File: src/sv/gpdz_pkg.sv
// ----------------------------------------------------------------------------
// Gamepad deadzone package
// Shared command codes, status bundle and fixed constants of the conditioner.
// ----------------------------------------------------------------------------
package gpdz_pkg;

  // Width of the deadzone register and of the conditioned trigger outputs.
  localparam int unsigned DzW   = 15;
  localparam int unsigned TrigW = 15;

  // Largest deadzone accepted by the register (0.95 in Q0.15).
  localparam logic [DzW-1:0]   DZ_MAX   = 15'd31130;
  // Full-scale trigger output.
  localparam logic [TrigW-1:0] TRIG_MAX = 15'h7FFF;

  // Datapath operations issued by the controller, one per cycle.
  typedef enum logic [4:0] {
    CMD_NONE,
    CMD_LOAD,
    CMD_MUL_X,
    CMD_MUL_Y,
    CMD_SUM_DZ,
    CMD_SQRT_GO,
    CMD_STICK_ZERO,
    CMD_RAMP_GO,
    CMD_RAMP_TAKE,
    CMD_SCL_X,
    CMD_DIV_X_GO,
    CMD_AXIS_X_TAKE,
    CMD_SCL_Y,
    CMD_DIV_Y_GO,
    CMD_AXIS_Y_TAKE,
    CMD_TRIG_CHK,
    CMD_TRIG_ZERO,
    CMD_TRIG_GO,
    CMD_TRIG_TAKE,
    CMD_FINISH
  } cmd_e;

  // Command bundle: operation plus which stick or trigger it applies to.
  typedef struct packed {
    cmd_e op;
    logic sel;
  } cmd_t;

  // Status bundle returned by the datapath.
  typedef struct packed {
    logic gp;
    logic dead;
    logic sqrt_done;
    logic div_done;
    logic out_free;
  } stat_t;

endpackage

File: src/sv/gamepad_radial_deadzone_conditioner.sv
// ----------------------------------------------------------------------------
// Gamepad radial deadzone conditioner
// Applies a scaled radial deadzone to both sticks, remaps and ramps both
// triggers, and reports button edges for each gamepad poll.
// ----------------------------------------------------------------------------
//
//  Channel   Handshake               Contents
//  --------  ----------------------  -----------------------------------------
//  config    cfg_we_i                deadzone radius, Q0.15, clamped to 0.95
//  input     in_valid_i / in_stall_o one poll: flag, four axes, two triggers,
//                                    button bitmap
//  output    out_valid_o/out_stall_i conditioned axes, triggers, button
//                                    state and edges, valid-pad echo
//
// One poll is worked on at a time. Each stick takes a multiply-accumulate
// of its squared length, an AxisBits-bit square root and three divisions
// of DivW quotient bits (DivW = max(2*AxisBits-1, AxisBits+14)); each trigger
// takes one division. The shared bit-serial divider sets the pace; a
// transaction is shorter when sticks or triggers sit inside the deadzone,
// and a non-gamepad poll skips the stick and trigger work.
// Reset clears the deadzone, the stored buttons and all handshake state.
// A finished result waits in the output register while the next poll is
// accepted and worked on; only the final copy waits for the output slot.
//
module gamepad_radial_deadzone_conditioner #(
  parameter int unsigned BUTTON_COUNT = 15,
  parameter int unsigned AXIS_BITS    = 16
) (
  input  logic                        clk_i,
  input  logic                        rst_ni,
  // Configuration write port.
  input  logic                        cfg_we_i,
  input  logic [gpdz_pkg::DzW-1:0]    cfg_data_i,
  // Input transactions.
  input  logic                        in_valid_i,
  output logic                        in_stall_o,
  input  logic                        is_gamepad_i,
  input  logic signed [AXIS_BITS-1:0] left_x_raw_i,
  input  logic signed [AXIS_BITS-1:0] left_y_raw_i,
  input  logic signed [AXIS_BITS-1:0] right_x_raw_i,
  input  logic signed [AXIS_BITS-1:0] right_y_raw_i,
  input  logic signed [AXIS_BITS-1:0] left_trigger_raw_i,
  input  logic signed [AXIS_BITS-1:0] right_trigger_raw_i,
  input  logic [BUTTON_COUNT-1:0]     buttons_raw_i,
  // Output transactions.
  output logic                        out_valid_o,
  input  logic                        out_stall_i,
  output logic signed [AXIS_BITS-1:0] left_x_o,
  output logic signed [AXIS_BITS-1:0] left_y_o,
  output logic signed [AXIS_BITS-1:0] right_x_o,
  output logic signed [AXIS_BITS-1:0] right_y_o,
  output logic [gpdz_pkg::TrigW-1:0]  left_trigger_o,
  output logic [gpdz_pkg::TrigW-1:0]  right_trigger_o,
  output logic [BUTTON_COUNT-1:0]     buttons_down_o,
  output logic [BUTTON_COUNT-1:0]     buttons_pressed_o,
  output logic [BUTTON_COUNT-1:0]     buttons_released_o,
  output logic                        gamepad_valid_o
);

  // The controller issues one datapath command per cycle and advances on
  // the completion flags of the square root and divider units.
  gpdz_pkg::cmd_t  cmd;
  gpdz_pkg::stat_t stat;

  gpdz_ctrl u_ctrl (
    .clk_i      (clk_i),
    .rst_ni     (rst_ni),
    .in_valid_i (in_valid_i),
    .in_stall_o (in_stall_o),
    .stat_i     (stat),
    .cmd_o      (cmd)
  );

  gpdz_datapath #(
    .ButtonCount (BUTTON_COUNT),
    .AxisBits    (AXIS_BITS)
  ) u_datapath (
    .clk_i               (clk_i),
    .rst_ni              (rst_ni),
    .cmd_i               (cmd),
    .stat_o              (stat),
    .cfg_we_i            (cfg_we_i),
    .cfg_data_i          (cfg_data_i),
    .is_gamepad_i        (is_gamepad_i),
    .left_x_raw_i        (left_x_raw_i),
    .left_y_raw_i        (left_y_raw_i),
    .right_x_raw_i       (right_x_raw_i),
    .right_y_raw_i       (right_y_raw_i),
    .left_trigger_raw_i  (left_trigger_raw_i),
    .right_trigger_raw_i (right_trigger_raw_i),
    .buttons_raw_i       (buttons_raw_i),
    .out_stall_i         (out_stall_i),
    .out_valid_o         (out_valid_o),
    .left_x_o            (left_x_o),
    .left_y_o            (left_y_o),
    .right_x_o           (right_x_o),
    .right_y_o           (right_y_o),
    .left_trigger_o      (left_trigger_o),
    .right_trigger_o     (right_trigger_o),
    .buttons_down_o      (buttons_down_o),
    .buttons_pressed_o   (buttons_pressed_o),
    .buttons_released_o  (buttons_released_o),
    .gamepad_valid_o     (gamepad_valid_o)
  );

endmodule

File: src/sv/gpdz_div.sv
// ----------------------------------------------------------------------------
// Gamepad deadzone divider
// Restoring unsigned divider that retires one quotient bit per cycle.
// ----------------------------------------------------------------------------
module gpdz_div #(
  parameter int unsigned NumW = 31,
  parameter int unsigned DenW = 16
) (
  input  logic            clk_i,
  input  logic            rst_ni,
  input  logic            start_i,
  input  logic [NumW-1:0] num_i,
  input  logic [DenW-1:0] den_i,
  output logic [NumW-1:0] quo_o,
  output logic            done_o
);

  localparam int unsigned CntW = $clog2(NumW + 1);

  logic [CntW-1:0] cnt_q, cnt_d;
  logic            done_q, done_d;
  logic [DenW-1:0] rem_q, rem_d;
  logic [NumW-1:0] quo_q, quo_d;
  logic [DenW-1:0] den_q, den_d;
  logic [DenW:0]   trial;
  logic [DenW:0]   diff;
  logic            ge;

  assign trial = {rem_q, quo_q[NumW-1]};
  assign ge    = trial >= {1'b0, den_q};
  assign diff  = trial - {1'b0, den_q};

  always_comb begin
    cnt_d  = cnt_q;
    done_d = 1'b0;
    rem_d  = rem_q;
    quo_d  = quo_q;
    den_d  = den_q;
    if (start_i) begin
      cnt_d = CntW'(NumW);
      rem_d = '0;
      quo_d = num_i;
      den_d = den_i;
    end else if (cnt_q != '0) begin
      cnt_d  = cnt_q - 1'b1;
      done_d = (cnt_q == CntW'(1));
      rem_d  = ge ? diff[DenW-1:0] : trial[DenW-1:0];
      quo_d  = {quo_q[NumW-2:0], ge};
    end
  end

  always_ff @(posedge clk_i or negedge rst_ni) begin
    if (!rst_ni) begin
      cnt_q  <= '0;
      done_q <= 1'b0;
    end else begin
      cnt_q  <= cnt_d;
      done_q <= done_d;
    end
  end

  always_ff @(posedge clk_i) begin
    rem_q <= rem_d;
    quo_q <= quo_d;
    den_q <= den_d;
  end

  assign quo_o  = quo_q;
  assign done_o = done_q;

endmodule

File: src/sv/gpdz_sqrt.sv
// ----------------------------------------------------------------------------
// Gamepad deadzone square root
// Digit-by-digit integer square root, one root bit per cycle.
// ----------------------------------------------------------------------------
module gpdz_sqrt #(
  parameter int unsigned RootW = 16
) (
  input  logic               clk_i,
  input  logic               rst_ni,
  input  logic               start_i,
  input  logic [2*RootW-1:0] rad_i,
  output logic [RootW-1:0]   root_o,
  output logic               done_o
);

  localparam int unsigned CntW = $clog2(RootW + 1);

  logic [CntW-1:0]    cnt_q, cnt_d;
  logic               done_q, done_d;
  logic [2*RootW-1:0] rad_q, rad_d;
  logic [RootW:0]     rem_q, rem_d;
  logic [RootW-1:0]   root_q, root_d;
  logic [RootW+2:0]   rem_t;
  logic [RootW+2:0]   trial;
  logic [RootW+2:0]   diff;
  logic               ge;

  assign rem_t = {rem_q, rad_q[2*RootW-1 -: 2]};
  assign trial = {1'b0, root_q, 2'b01};
  assign ge    = rem_t >= trial;
  assign diff  = rem_t - trial;

  always_comb begin
    cnt_d  = cnt_q;
    done_d = 1'b0;
    rad_d  = rad_q;
    rem_d  = rem_q;
    root_d = root_q;
    if (start_i) begin
      cnt_d  = CntW'(RootW);
      rad_d  = rad_i;
      rem_d  = '0;
      root_d = '0;
    end else if (cnt_q != '0) begin
      cnt_d  = cnt_q - 1'b1;
      done_d = (cnt_q == CntW'(1));
      rad_d  = {rad_q[2*RootW-3:0], 2'b00};
      rem_d  = ge ? diff[RootW:0] : rem_t[RootW:0];
      root_d = {root_q[RootW-2:0], ge};
    end
  end

  always_ff @(posedge clk_i or negedge rst_ni) begin
    if (!rst_ni) begin
      cnt_q  <= '0;
      done_q <= 1'b0;
    end else begin
      cnt_q  <= cnt_d;
      done_q <= done_d;
    end
  end

  always_ff @(posedge clk_i) begin
    rad_q  <= rad_d;
    rem_q  <= rem_d;
    root_q <= root_d;
  end

  assign root_o = root_q;
  assign done_o = done_q;

endmodule

File: src/sv/gpdz_datapath.sv
// ----------------------------------------------------------------------------
// Gamepad deadzone datapath
// Sample registers, shared multiplier, square root and divider, result
// registers and the output register stage.
// ----------------------------------------------------------------------------
module gpdz_datapath #(
  parameter int unsigned ButtonCount = 15,
  parameter int unsigned AxisBits    = 16
) (
  input  logic                          clk_i,
  input  logic                          rst_ni,
  input  gpdz_pkg::cmd_t                cmd_i,
  output gpdz_pkg::stat_t               stat_o,
  input  logic                          cfg_we_i,
  input  logic [gpdz_pkg::DzW-1:0]      cfg_data_i,
  input  logic                          is_gamepad_i,
  input  logic signed [AxisBits-1:0]    left_x_raw_i,
  input  logic signed [AxisBits-1:0]    left_y_raw_i,
  input  logic signed [AxisBits-1:0]    right_x_raw_i,
  input  logic signed [AxisBits-1:0]    right_y_raw_i,
  input  logic signed [AxisBits-1:0]    left_trigger_raw_i,
  input  logic signed [AxisBits-1:0]    right_trigger_raw_i,
  input  logic [ButtonCount-1:0]        buttons_raw_i,
  input  logic                          out_stall_i,
  output logic                          out_valid_o,
  output logic signed [AxisBits-1:0]    left_x_o,
  output logic signed [AxisBits-1:0]    left_y_o,
  output logic signed [AxisBits-1:0]    right_x_o,
  output logic signed [AxisBits-1:0]    right_y_o,
  output logic [gpdz_pkg::TrigW-1:0]    left_trigger_o,
  output logic [gpdz_pkg::TrigW-1:0]    right_trigger_o,
  output logic [ButtonCount-1:0]        buttons_down_o,
  output logic [ButtonCount-1:0]        buttons_pressed_o,
  output logic [ButtonCount-1:0]        buttons_released_o,
  output logic                          gamepad_valid_o
);

  localparam int unsigned A     = AxisBits;
  localparam int unsigned F     = AxisBits - 1;
  localparam int unsigned P     = 2 * AxisBits;
  localparam int unsigned DivW  = (2 * AxisBits - 1 > AxisBits + 14) ?
                                  (2 * AxisBits - 1) : (AxisBits + 14);
  localparam logic [A-1:0] AXIS_ONE = {1'b1, {F{1'b0}}};
  localparam logic [A-1:0] AXIS_MAX = {1'b0, {F{1'b1}}};

  gpdz_pkg::cmd_e op;
  assign op = cmd_i.op;

  // Configuration and control registers.
  logic [gpdz_pkg::DzW-1:0] dz_q;
  logic                     dead_q, dead_d;
  logic                     gp_q;
  logic [ButtonCount-1:0]   prev_btn_q;
  logic                     out_valid_q;
  logic                     out_free;

  // Sample registers.
  logic signed [A-1:0]    lx_q, ly_q, rx_q, ry_q, lt_q, rt_q;
  logic [ButtonCount-1:0] btn_q;

  // Working registers.
  logic [P-1:0] mul_q;
  logic [P-1:0] acc_q;
  logic [A-1:0] ramp_q;

  // Per-item results.
  logic signed [A-1:0]           res_lx_q, res_ly_q, res_rx_q, res_ry_q;
  logic [gpdz_pkg::TrigW-1:0]    res_lt_q, res_rt_q;

  // Output register stage.
  logic signed [A-1:0]           o_lx_q, o_ly_q, o_rx_q, o_ry_q;
  logic [gpdz_pkg::TrigW-1:0]    o_lt_q, o_rt_q;
  logic [ButtonCount-1:0]        o_down_q, o_press_q, o_rel_q;
  logic                          o_gp_q;

  // Deadzone brought to axis scale: deadzone * 2^(F-15), truncated.
  logic [A+15:0] dz_full;
  logic [A-1:0]  dz;
  logic [A-1:0]  den_dz;
  assign dz_full = {1'b0, dz_q, {A{1'b0}}};
  assign dz      = dz_full[16 +: A];
  assign den_dz  = AXIS_ONE - dz;

  // Operand selection for the current stick or trigger.
  logic signed [A-1:0] cur_x, cur_y, cur_t;
  logic [A-1:0]        mag_x, mag_y;
  logic [A-1:0]        t_off;
  logic [A-1:0]        p_ext;
  assign cur_x = cmd_i.sel ? rx_q : lx_q;
  assign cur_y = cmd_i.sel ? ry_q : ly_q;
  assign cur_t = cmd_i.sel ? rt_q : lt_q;
  assign mag_x = cur_x[A-1] ? ($unsigned(~cur_x) + A'(1)) : $unsigned(cur_x);
  assign mag_y = cur_y[A-1] ? ($unsigned(~cur_y) + A'(1)) : $unsigned(cur_y);
  // Adding one full scale to the trigger only flips its sign bit.
  assign t_off = {~cur_t[A-1], cur_t[A-2:0]};
  assign p_ext = {1'b0, t_off[A-1:1]};

  // Shared multiplier.
  logic [A-1:0] mul_a, mul_b;
  logic         mul_en;
  always_comb begin
    mul_a  = '0;
    mul_b  = '0;
    mul_en = 1'b1;
    unique case (op)
      gpdz_pkg::CMD_MUL_X: begin
        mul_a = mag_x;
        mul_b = mag_x;
      end
      gpdz_pkg::CMD_MUL_Y: begin
        mul_a = mag_y;
        mul_b = mag_y;
      end
      gpdz_pkg::CMD_SUM_DZ: begin
        mul_a = dz;
        mul_b = dz;
      end
      gpdz_pkg::CMD_SCL_X: begin
        mul_a = mag_x;
        mul_b = ramp_q;
      end
      gpdz_pkg::CMD_SCL_Y: begin
        mul_a = mag_y;
        mul_b = ramp_q;
      end
      default: mul_en = 1'b0;
    endcase
  end

  // Square root of the squared stick length.
  logic         sqrt_start;
  logic [A-1:0] m;
  logic         sqrt_done;
  assign sqrt_start = (op == gpdz_pkg::CMD_SQRT_GO) && !(acc_q <= mul_q);

  gpdz_sqrt #(
    .RootW (A)
  ) u_sqrt (
    .clk_i   (clk_i),
    .rst_ni  (rst_ni),
    .start_i (sqrt_start),
    .rad_i   (acc_q),
    .root_o  (m),
    .done_o  (sqrt_done)
  );

  // Shared divider.
  logic            div_start;
  logic [DivW-1:0] div_num;
  logic [A-1:0]    div_den;
  logic [DivW-1:0] div_quo;
  logic            div_done;
  always_comb begin
    div_start = 1'b1;
    div_num   = '0;
    div_den   = den_dz;
    unique case (op)
      gpdz_pkg::CMD_RAMP_GO: begin
        div_num = DivW'(m - dz) << F;
      end
      gpdz_pkg::CMD_DIV_X_GO, gpdz_pkg::CMD_DIV_Y_GO: begin
        // Round half away from zero by adding half the divisor.
        div_num = DivW'(mul_q) + DivW'(m >> 1);
        div_den = m;
      end
      gpdz_pkg::CMD_TRIG_GO: begin
        div_num = DivW'(p_ext - dz) << gpdz_pkg::TrigW;
      end
      default: div_start = 1'b0;
    endcase
  end

  gpdz_div #(
    .NumW (DivW),
    .DenW (A)
  ) u_div (
    .clk_i   (clk_i),
    .rst_ni  (rst_ni),
    .start_i (div_start),
    .num_i   (div_num),
    .den_i   (div_den),
    .quo_o   (div_quo),
    .done_o  (div_done)
  );

  // Quotient post-processing.
  logic [A-1:0]               ramp_val;
  logic [A-1:0]               axis_val;
  logic [gpdz_pkg::TrigW-1:0] trig_val;
  logic                       neg;
  assign ramp_val = (div_quo > DivW'(AXIS_ONE)) ? AXIS_ONE : div_quo[A-1:0];
  assign neg      = (op == gpdz_pkg::CMD_AXIS_Y_TAKE) ? cur_y[A-1] : cur_x[A-1];
  always_comb begin
    if (!neg) begin
      axis_val = (div_quo >= DivW'(AXIS_ONE)) ? AXIS_MAX : div_quo[A-1:0];
    end else begin
      // The bit pattern of one full scale is also that of minus one.
      axis_val = (div_quo > DivW'(AXIS_ONE)) ? AXIS_ONE :
                 (~div_quo[A-1:0] + A'(1));
    end
  end
  assign trig_val = (div_quo >= DivW'(gpdz_pkg::TRIG_MAX)) ?
                    gpdz_pkg::TRIG_MAX : div_quo[gpdz_pkg::TrigW-1:0];

  always_comb begin
    dead_d = dead_q;
    if (op == gpdz_pkg::CMD_SQRT_GO) begin
      dead_d = acc_q <= mul_q;
    end else if (op == gpdz_pkg::CMD_TRIG_CHK) begin
      dead_d = p_ext <= dz;
    end
  end

  assign out_free = !out_valid_q || !out_stall_i;

  // Control registers.
  always_ff @(posedge clk_i or negedge rst_ni) begin
    if (!rst_ni) begin
      dz_q        <= '0;
      dead_q      <= 1'b0;
      gp_q        <= 1'b0;
      prev_btn_q  <= '0;
      out_valid_q <= 1'b0;
    end else begin
      if (cfg_we_i) begin
        dz_q <= (cfg_data_i > gpdz_pkg::DZ_MAX) ? gpdz_pkg::DZ_MAX : cfg_data_i;
      end
      dead_q <= dead_d;
      if (op == gpdz_pkg::CMD_LOAD) begin
        gp_q <= is_gamepad_i;
      end
      if (op == gpdz_pkg::CMD_FINISH) begin
        prev_btn_q  <= gp_q ? btn_q : '0;
        out_valid_q <= 1'b1;
      end else if (!out_stall_i) begin
        out_valid_q <= 1'b0;
      end
    end
  end

  // Payload registers.
  always_ff @(posedge clk_i) begin
    if (op == gpdz_pkg::CMD_LOAD) begin
      lx_q  <= left_x_raw_i;
      ly_q  <= left_y_raw_i;
      rx_q  <= right_x_raw_i;
      ry_q  <= right_y_raw_i;
      lt_q  <= left_trigger_raw_i;
      rt_q  <= right_trigger_raw_i;
      btn_q <= buttons_raw_i;
    end
    if (mul_en) begin
      mul_q <= P'(mul_a) * P'(mul_b);
    end
    if (op == gpdz_pkg::CMD_MUL_Y) begin
      acc_q <= mul_q;
    end else if (op == gpdz_pkg::CMD_SUM_DZ) begin
      acc_q <= acc_q + mul_q;
    end
    if (op == gpdz_pkg::CMD_RAMP_TAKE) begin
      ramp_q <= ramp_val;
    end
    unique case (op)
      gpdz_pkg::CMD_STICK_ZERO: begin
        if (cmd_i.sel) begin
          res_rx_q <= '0;
          res_ry_q <= '0;
        end else begin
          res_lx_q <= '0;
          res_ly_q <= '0;
        end
      end
      gpdz_pkg::CMD_AXIS_X_TAKE: begin
        if (cmd_i.sel) res_rx_q <= $signed(axis_val);
        else res_lx_q <= $signed(axis_val);
      end
      gpdz_pkg::CMD_AXIS_Y_TAKE: begin
        if (cmd_i.sel) res_ry_q <= $signed(axis_val);
        else res_ly_q <= $signed(axis_val);
      end
      gpdz_pkg::CMD_TRIG_ZERO: begin
        if (cmd_i.sel) res_rt_q <= '0;
        else res_lt_q <= '0;
      end
      gpdz_pkg::CMD_TRIG_TAKE: begin
        if (cmd_i.sel) res_rt_q <= trig_val;
        else res_lt_q <= trig_val;
      end
      default: ;
    endcase
    if (op == gpdz_pkg::CMD_FINISH) begin
      if (gp_q) begin
        o_lx_q    <= res_lx_q;
        o_ly_q    <= res_ly_q;
        o_rx_q    <= res_rx_q;
        o_ry_q    <= res_ry_q;
        o_lt_q    <= res_lt_q;
        o_rt_q    <= res_rt_q;
        o_down_q  <= btn_q;
        o_press_q <= btn_q & ~prev_btn_q;
        o_rel_q   <= prev_btn_q & ~btn_q;
        o_gp_q    <= 1'b1;
      end else begin
        o_lx_q    <= '0;
        o_ly_q    <= '0;
        o_rx_q    <= '0;
        o_ry_q    <= '0;
        o_lt_q    <= '0;
        o_rt_q    <= '0;
        o_down_q  <= '0;
        o_press_q <= '0;
        o_rel_q   <= '0;
        o_gp_q    <= 1'b0;
      end
    end
  end

  assign stat_o.gp        = gp_q;
  assign stat_o.dead      = dead_q;
  assign stat_o.sqrt_done = sqrt_done;
  assign stat_o.div_done  = div_done;
  assign stat_o.out_free  = out_free;

  assign out_valid_o        = out_valid_q;
  assign left_x_o           = o_lx_q;
  assign left_y_o           = o_ly_q;
  assign right_x_o          = o_rx_q;
  assign right_y_o          = o_ry_q;
  assign left_trigger_o     = o_lt_q;
  assign right_trigger_o    = o_rt_q;
  assign buttons_down_o     = o_down_q;
  assign buttons_pressed_o  = o_press_q;
  assign buttons_released_o = o_rel_q;
  assign gamepad_valid_o    = o_gp_q;

endmodule

File: src/sv/gpdz_ctrl.sv
// ----------------------------------------------------------------------------
// Gamepad deadzone controller
// Sequencer that walks both sticks and both triggers of a gamepad poll through the datapath.
// ----------------------------------------------------------------------------
module gpdz_ctrl (
  input  logic            clk_i,
  input  logic            rst_ni,
  input  logic            in_valid_i,
  output logic            in_stall_o,
  input  gpdz_pkg::stat_t stat_i,
  output gpdz_pkg::cmd_t  cmd_o
);

  localparam logic [4:0] S_IDLE = 5'd0;
  localparam logic [4:0] S_GPCK = 5'd1;
  localparam logic [4:0] S_MX   = 5'd2;
  localparam logic [4:0] S_MY   = 5'd3;
  localparam logic [4:0] S_SUM  = 5'd4;
  localparam logic [4:0] S_SQGO = 5'd5;
  localparam logic [4:0] S_SQW  = 5'd6;
  localparam logic [4:0] S_RW   = 5'd7;
  localparam logic [4:0] S_SX   = 5'd8;
  localparam logic [4:0] S_DXG  = 5'd9;
  localparam logic [4:0] S_DXW  = 5'd10;
  localparam logic [4:0] S_SY   = 5'd11;
  localparam logic [4:0] S_DYG  = 5'd12;
  localparam logic [4:0] S_DYW  = 5'd13;
  localparam logic [4:0] S_TC   = 5'd14;
  localparam logic [4:0] S_TG   = 5'd15;
  localparam logic [4:0] S_TW   = 5'd16;
  localparam logic [4:0] S_FIN  = 5'd17;

  logic [4:0] state_q, state_d;
  logic       sel_q, sel_d;

  always_comb begin
    state_d    = state_q;
    sel_d      = sel_q;
    cmd_o.op   = gpdz_pkg::CMD_NONE;
    cmd_o.sel  = sel_q;
    in_stall_o = (state_q != S_IDLE);
    unique case (state_q)
      S_IDLE: begin
        if (in_valid_i) begin
          cmd_o.op = gpdz_pkg::CMD_LOAD;
          sel_d    = 1'b0;
          state_d  = S_GPCK;
        end
      end
      S_GPCK: state_d = stat_i.gp ? S_MX : S_FIN;
      S_MX: begin
        cmd_o.op = gpdz_pkg::CMD_MUL_X;
        state_d  = S_MY;
      end
      S_MY: begin
        cmd_o.op = gpdz_pkg::CMD_MUL_Y;
        state_d  = S_SUM;
      end
      S_SUM: begin
        cmd_o.op = gpdz_pkg::CMD_SUM_DZ;
        state_d  = S_SQGO;
      end
      S_SQGO: begin
        cmd_o.op = gpdz_pkg::CMD_SQRT_GO;
        state_d  = S_SQW;
      end
      S_SQW: begin
        if (stat_i.dead) begin
          cmd_o.op = gpdz_pkg::CMD_STICK_ZERO;
          sel_d    = !sel_q;
          state_d  = sel_q ? S_TC : S_MX;
        end else if (stat_i.sqrt_done) begin
          cmd_o.op = gpdz_pkg::CMD_RAMP_GO;
          state_d  = S_RW;
        end
      end
      S_RW: begin
        if (stat_i.div_done) begin
          cmd_o.op = gpdz_pkg::CMD_RAMP_TAKE;
          state_d  = S_SX;
        end
      end
      S_SX: begin
        cmd_o.op = gpdz_pkg::CMD_SCL_X;
        state_d  = S_DXG;
      end
      S_DXG: begin
        cmd_o.op = gpdz_pkg::CMD_DIV_X_GO;
        state_d  = S_DXW;
      end
      S_DXW: begin
        if (stat_i.div_done) begin
          cmd_o.op = gpdz_pkg::CMD_AXIS_X_TAKE;
          state_d  = S_SY;
        end
      end
      S_SY: begin
        cmd_o.op = gpdz_pkg::CMD_SCL_Y;
        state_d  = S_DYG;
      end
      S_DYG: begin
        cmd_o.op = gpdz_pkg::CMD_DIV_Y_GO;
        state_d  = S_DYW;
      end
      S_DYW: begin
        if (stat_i.div_done) begin
          cmd_o.op = gpdz_pkg::CMD_AXIS_Y_TAKE;
          sel_d    = !sel_q;
          state_d  = sel_q ? S_TC : S_MX;
        end
      end
      S_TC: begin
        cmd_o.op = gpdz_pkg::CMD_TRIG_CHK;
        state_d  = S_TG;
      end
      S_TG: begin
        if (stat_i.dead) begin
          cmd_o.op = gpdz_pkg::CMD_TRIG_ZERO;
          sel_d    = !sel_q;
          state_d  = sel_q ? S_FIN : S_TC;
        end else begin
          cmd_o.op = gpdz_pkg::CMD_TRIG_GO;
          state_d  = S_TW;
        end
      end
      S_TW: begin
        if (stat_i.div_done) begin
          cmd_o.op = gpdz_pkg::CMD_TRIG_TAKE;
          sel_d    = !sel_q;
          state_d  = sel_q ? S_FIN : S_TC;
        end
      end
      S_FIN: begin
        if (stat_i.out_free) begin
          cmd_o.op = gpdz_pkg::CMD_FINISH;
          state_d  = S_IDLE;
        end
      end
      default: state_d = S_IDLE;
    endcase
  end

  always_ff @(posedge clk_i or negedge rst_ni) begin
    if (!rst_ni) begin
      state_q <= S_IDLE;
      sel_q   <= 1'b0;
    end else begin
      state_q <= state_d;
      sel_q   <= sel_d;
    end
  end

endmodule
File: config.mk
export PLATFORM = sky130hd
export DESIGN_NAME = gamepad_radial_deadzone_conditioner
export DESIGN_NICKNAME = d
export VERILOG_FILES = /design/src/sv/gpdz_pkg.sv /design/src/sv/gamepad_radial_deadzone_conditioner.sv /design/src/sv/gpdz_div.sv /design/src/sv/gpdz_sqrt.sv /design/src/sv/gpdz_datapath.sv /design/src/sv/gpdz_ctrl.sv
export SDC_FILE = /design/constraint.sdc
export NUM_CORES = 2
export LEC_CHECK = 0
export BUFFER_PORTS_ARGS = -buffer_cell sky130_fd_sc_hd__buf_4
export CAP_MARGIN = 10
export CORE_MARGIN = 2
export CORE_UTILIZATION = 30
export CTS_CLUSTER_SIZE = 28
export DETAILED_ROUTE_END_ITERATION = 6
export PLACE_DENSITY = 0.45
export SYNTH_ARGS = -nofsm -noshare
export SYNTH_HDL_FRONTEND = slang
export SYNTH_SLANG_ARGS = --single-unit
File: constraint.sdc
create_clock -name clk_i -period 23.4 [get_ports clk_i]
set_input_delay 4.68 -clock clk_i [delete_from_list [all_inputs] [get_ports clk_i]]
set_output_delay 4.68 -clock clk_i [all_outputs]
set_load 0.01 [all_outputs]
# Yosys cells after proc, flatten, opt, wreduce, memory -nomap -nowiden
# Cells that the tools add are included.
# Widths: inputs -> output; s select.
# word_totals
regBits	604
out_inout_bits	142
word_cells	244
# op_classes
add_sub_neg	12
n_mul	1
order_cmp	8
eq_ne	58
muxes	80
n_bitwise	8
n_reduce_logical	34
# ops
op	n
$mux 16	14
$mux 32	4
$pmux 16 s2	4
$mux 15	7
$pmux 31 s3	1
$mux 5	18
$pmux 5 s18	1
$pmux 5 s17	1
$eq 5x4->1 const B	16
$pmux 16 s4	1
$mux 31	2
$pmux 15 s2	2
$add 16x1->16 const B	3
$not 16->16	3
$pmux 16 s3	1
$eq 5x3->1 const B	8
$add 32x32->32	1
$le 32x32->1	1
$mul 16x16->32	1
$add 31x15->31	1
$ge 31x15->1 const B	1
$ge 31x16->1 const B	1
$gt 31x16->1 const B	1
$and 15x15->15	2
other kinds (36)	106

# Longest topological paths before layout
# depth
word_depth	9
ltp_mapped	37
mapped_depth_nobuf	31

# By module
# A second synthesis with hierarchy kept.
# unflattened
cells_unflattened	3940
hier_area_um2	40797.9
# modules_own_cells
mod	instances	cells_per_inst	area_each_um2	seq_area_each_um2
gpdz_datapath	1	3090	32222.2	13528.0
gpdz_sqrt	1	396	3955.0	1771.7
gpdz_div	1	336	3757.4	1881.8
gpdz_ctrl	1	118	863.3	150.1

# Worst setup path after synthesis
# No wires, ideal clock.
# synth_path
kind	in2reg
start	input in_valid_i
end	register u_datapath.res_lx_q[0], enable pin
setup_ns	0.319
t_arrival_ns	8.729
path_slack_ns	14.353
stages	6
n_path_buf	1
cell_sequence	and3_1 > clkbuf_1 > nor4_1 > o21ai_0 > o21ai_0 > and2_1
# synth_between
elab_chain_len	5
elab_cells_between_ends	8
# synth_lines
item	line	rtl
start: declaration	gamepad_radial_deadzone_conditioner.sv:35	input logic in_valid_i,
$mux 1 *	gpdz_ctrl.sv:44	if (in_valid_i) begin
$pmux 5 s17 *	gpdz_ctrl.sv:42	unique case (state_q)
$eq 5x4->1 / $eq 5x3->1 (equally long branches)	gpdz_datapath.sv:263	unique case (op)
$ne 2x2->1 (no line) / $reduce_bool 2->1 (equally long branches)	n/a	
$reduce_and 3->1 (no line) *	n/a	
end signal: assignment	gpdz_datapath.sv:275	else res_lx_q <= $signed(axis_val);
end: declaration	gpdz_datapath.sv:67	logic signed [A-1:0] res_lx_q, res_ly_q, res_rx_q, res_ry_q;
# Mark *: on every way between the ends. The rest lies on a longest branch, timed or not.
# A chain may end at the register's enable or synchronous reset.

# Worst setup path after layout
# layout_path
start	register u_ctrl.sel_q
end	register u_datapath.mul_q[31] (data pin)
# layout_between
elab_chain_len	6
elab_cells_between_ends	11
# layout_lines
item	line	rtl
start: declaration	gpdz_ctrl.sv:34	logic sel_q, sel_d;
start signal: assignment	gpdz_ctrl.sv:149	sel_q <= sel_d;
$mux 16, on equally long branches	gpdz_datapath.sv:90, gpdz_datapath.sv:89	
$not 16->16, on equally long branches	gpdz_datapath.sv:93, gpdz_datapath.sv:92	
$add 16x1->16, on equally long branches	gpdz_datapath.sv:93, gpdz_datapath.sv:92	
$mux 16, on equally long branches	gpdz_datapath.sv:93, gpdz_datapath.sv:92	
$pmux 16 s4 / $pmux 16 s3 (equally long branches)	gpdz_datapath.sv:105	unique case (op)
$mul 16x16->32 *	gpdz_datapath.sv:253	mul_q <= P'(mul_a) * P'(mul_b);
end signal: assignment	gpdz_datapath.sv:253	
end: declaration	gpdz_datapath.sv:62	logic [P-1:0] mul_q;
# Marked as above.

==> results.txt <==
----------------------------------------------------
[STA]
  Unrepaired setup endpoints after global routing ... false
  Slew @ Worst Pin ... 1.212 ns
  Final worst path period share ... 46.20%
  Highest clock rate ... 92.50 MHz
  Worst slew margin relative to its limit ... 18.43%
  Final count of hold timing violations ... 0
  Worst hold-check slack ... 0.4862 ns
  Slew Limit Fails ... 0
  Setup TNS ... 0 ns
  Min Clock Period, post-route ... 10.81 ns
  Final count of negative-setup-slack endpoints ... 0
  Skew final ... 0.03210 ns

[Logic synthesis]
  Cell taking the most area after synthesis ... edfxtp_1
  Net Count, Synth ... 4444
  Most used flip-flop cell after synthesis ... edfxtp_1
  Synth top area share ... 37.79%
  Post-Synthesis Mean Instance Area ... 10.35 sq um
  Post-synthesis sequential element count ... 602
  Dominant cells by area after synthesis ... edfxtp_1, fa_1, ha_1, inv_1, nor2_1
  Count of unique library cells instantiated by Yosys ... 101
  Sequential cell area fraction in the yosys report ... 43.44%
  Cells after Synth ... 3856
  Synthesized area ... 39890 sq um
  Number of enable-type register cells in the synthesized netlist ... 502
  Async SR Flop Fraction ... 8.472%
  Number of synthesis warnings ... 0

[Clock network]
  Clock slew at reported path FFs ... 0.06 ns
  Post-cts sizing count ... 0
  Buffers inserted during post-CTS setup optimization ... 0
  CTS tree ... built
  Number of buffers inserted by hold repair at cts ... 0
  CTS sink cnt ... 602
  Clock latency of the later-clocked register in the worst-skew pair ... 0.67 ns
  Number of buffers created by CTS ... 75
  Clk Tree Root Cell ... clkbuf_16
  Depth of the CTS H-tree ... 3
  Largest buffer count on any clock path ... 3

[Placed design]
  Placed wire-length estimate ... 94160 um
  Number of I/O port buffers ... 271
  RD Place Congestion ... 0.8912

[Global route]
  GR Layer Usage met1 ... 24.75%
  Overall fraction of global-route tracks in use ... 18.08%
  Met2 Usage GRT ... 29.06%
  Pin count of the biggest net entering global routing ... 127
  Number of antenna violations at the first check in global routing ... 9
  Number of global-route vias before repair ... 28738
  Global routing's busiest layer ... met2
  Fraction of met3 tracks used by global routing ... 3.742%
  Global-route wire length before repair ... 185100 um
  Total congestion overflow after global routing ... 0

[Layout]
  Area growth from synthesis to layout ... 16.64%
  Layout filler cell count ... 13447
  Fin nets ... 4694
  Share of post-route cells with drive strength above 1 ... 13.20%

[Critical path]
  Highest-delay cell along the critical path ... nor3_1
  Reg2Reg Capture Point ... u_datapath.mul_q[31]
  Worst r2r path cells ... 29
  Type of the worst setup path ... reg -> reg
  Library cell appearing most often on the critical path ... fa_1
  R2R Setup Slk ... 12.59 ns
  Largest stage delay on the critical path ... 0.93 ns
  Maximum net fanout on the critical path ... 57
  Worst setup path endpoint ... u_datapath.mul_q[31]
  Critical Path Start ... u_ctrl.sel_q
  Critical Path Source Type ... flip-flop
  Crit. End Element ... flip-flop
  Data required time of the worst path ... 23.81 ns
  Launching point of the worst reg2reg path ... u_ctrl.sel_q
  Crit path arrival time ... 11.22 ns

[Pwr]
  Pleak ... 19.71 nW
  Pwr dens ... 52.30 nW/um^2
  Overall power ... 2.434 mW
  VDD IR max ... 0.04935 mV

[Die]
  Starting Density ... 30.27%
  I/O pin total ... 274
  Number of standard-cell rows in the floorplan ... 133
  Die height ... 368.7 um
  Area of the core ... 131800 sq um
  Die ar. ... 135900 sq um
  Die W ... 368.7 um

[Drt]
  DRC Markers ... 0
  Drt first pass iters ... 6
  Detailed router's first-iteration violation count ... 2269
  Number of routed nets with antenna violations ... 0
  Total vias in the final route ... 29333
  DR vias/cell ... 4.951
  Total wire length ... 124700 um
  Average detailed-routed wire length per instance ... 21.04 um

[Worst hold path]
  Path class of the lowest-slack min-delay path ... reg -> reg

[Run status]
  Outcome ... finished clean

[Job]
  Reported max-cap violation count ... 0

----------------------------------------------------
-- cell usage after synthesis, types with 87 or more instances --
library cell and instances:
edfxtp_1 502, inv_1 398, nor2_1 380, nand2_1 363, ha_1 257, a21oi_1 210, fa_1 199, o21ai_0 167
and2_1 159, xnor2_1 119, clkbuf_1 109, nor3_1 87
-- where the power goes --
group | switching [mW] | internal [mW]
clock network | 0.497 | 0.711
logic | 0.0344 | 0.0302
registers | 0.00901 | 1.15
total | 0.540 | 1.89
-- critical path: cells and delay by family (launching register included) --
kind / cells / cell delay, ns
xor gates and xnor gates: 2 / 0.40
DFF: 1 / 0.78
AOI/OAI and AO/OA: 8 / 2.27
and+or+nand+nor: 6 / 1.89
adders and majority gates: 7 / 3.49
buffers and inverters: 6 / 1.67
-- cells by family after synthesis --
kind of cell / count (synthesis) / share of synthesized area, %
xor gates and xnor gates: 175 / 3.842
DFF: 602 / 43.44
and+or+nand+nor: 1256 / 14.95
buffers and inverters: 551 / 5.404
AOI/OAI and AO/OA: 730 / 11.96
adders and majority gates: 456 / 18.05
muxes: 86 / 2.358
-- state kept, by name (all words and copies together) (netlist names), 17 cells and up --
| register | count |
|---|---|
| u_datapath.u_div.quo_o | 31 |
| u_datapath.u_sqrt.rad_q | 32 |
| u_datapath.u_sqrt.rem_q | 17 |
| u_datapath.acc_q | 32 |
| u_datapath.mul_q | 32 |
-- area by class of cell --
class	instances	area, sq um	share of cell area [%]
sequential	602	17340	37.26
multi-input combinational	2703	20480	44.01
clock buffer	92	2012	4.324
timing repair buffer	325	2437	5.238
inverter	399	1500	3.224
clock inverter	46	565.5	1.215
tap	1755	2196	4.719
antenna	3	7.507	0.01613
-- placed cells by master (no fill, tap or decap), drive strengths merged, types with 17 or more instances in the layout --
master,n
mux2,51
edfxtp,502
inv,403
o21bai,23
clkinv,30
a21oi,210
o22ai,17
o31ai,22
nor4,31
o21a,24
ha,257
buf,325
xor2,56
nand4,23
and2,159
nor3,90
dfxtp,49
nor2b,31
dfrtp,51
clkbuf,92
fa,199
nand3,49
mux2i,35
nor2,389
and3,17
a21o,40
nand2b,32
nand2,364
xnor2,119
a31oi,18
o21ai,180
a211oi,51
or3,20
-- routing by layer --
| metal | vias to the layer above | wire length (um) |
|---|---|---|
| met3 | 158 | 8279 |
| met2 | 800 | 57830 |
| met4 | 8 | 2861 |
| met1 | 14428 | 55660 |
| met5 | - | 48 |
| li1 | 13939 | - |
-- worst min path at each step --
stage	depth (start not counted)	slack, ns	to	startpoint
6_report	2	0.49	u_datapath.u_sqrt.rem_q[0]	u_datapath.u_sqrt.rem_q[0]
5_1_grt	2	0.51	u_datapath.u_sqrt.rem_q[16]	u_datapath.u_sqrt.rem_q[16]
4_1_cts	2	0.49	u_datapath.u_sqrt.rem_q[0]	u_datapath.u_sqrt.rem_q[0]
3_5_place_dp	2	0.48	u_datapath.u_sqrt.rem_q[0]	u_datapath.u_sqrt.rem_q[0]
3_3_place_gp	2	0.47	u_datapath.u_sqrt.rem_q[0]	u_datapath.u_sqrt.rem_q[0]
2_1_floorplan	0	0.42	u_datapath.gamepad_valid_o	u_datapath.gp_q
-- through the flow --
stage | setup WS [ns] | utilization (%) | area, sq um | std cells
finish | 12.59 | 35.31 | 46530 | 5925
global route | 11.96 | 35.31 | 46530 | 5924
CTS | 12.56 | 35.30 | 46520 | 5921
detailed placement | 12.58 | 33.34 | 43940 | 5783
global placement | 12.62 | 33.34 | 43940 | 5783
floorplan | 14.35 | - | 39890 | 3856
(Power assumes the default switching activity.)
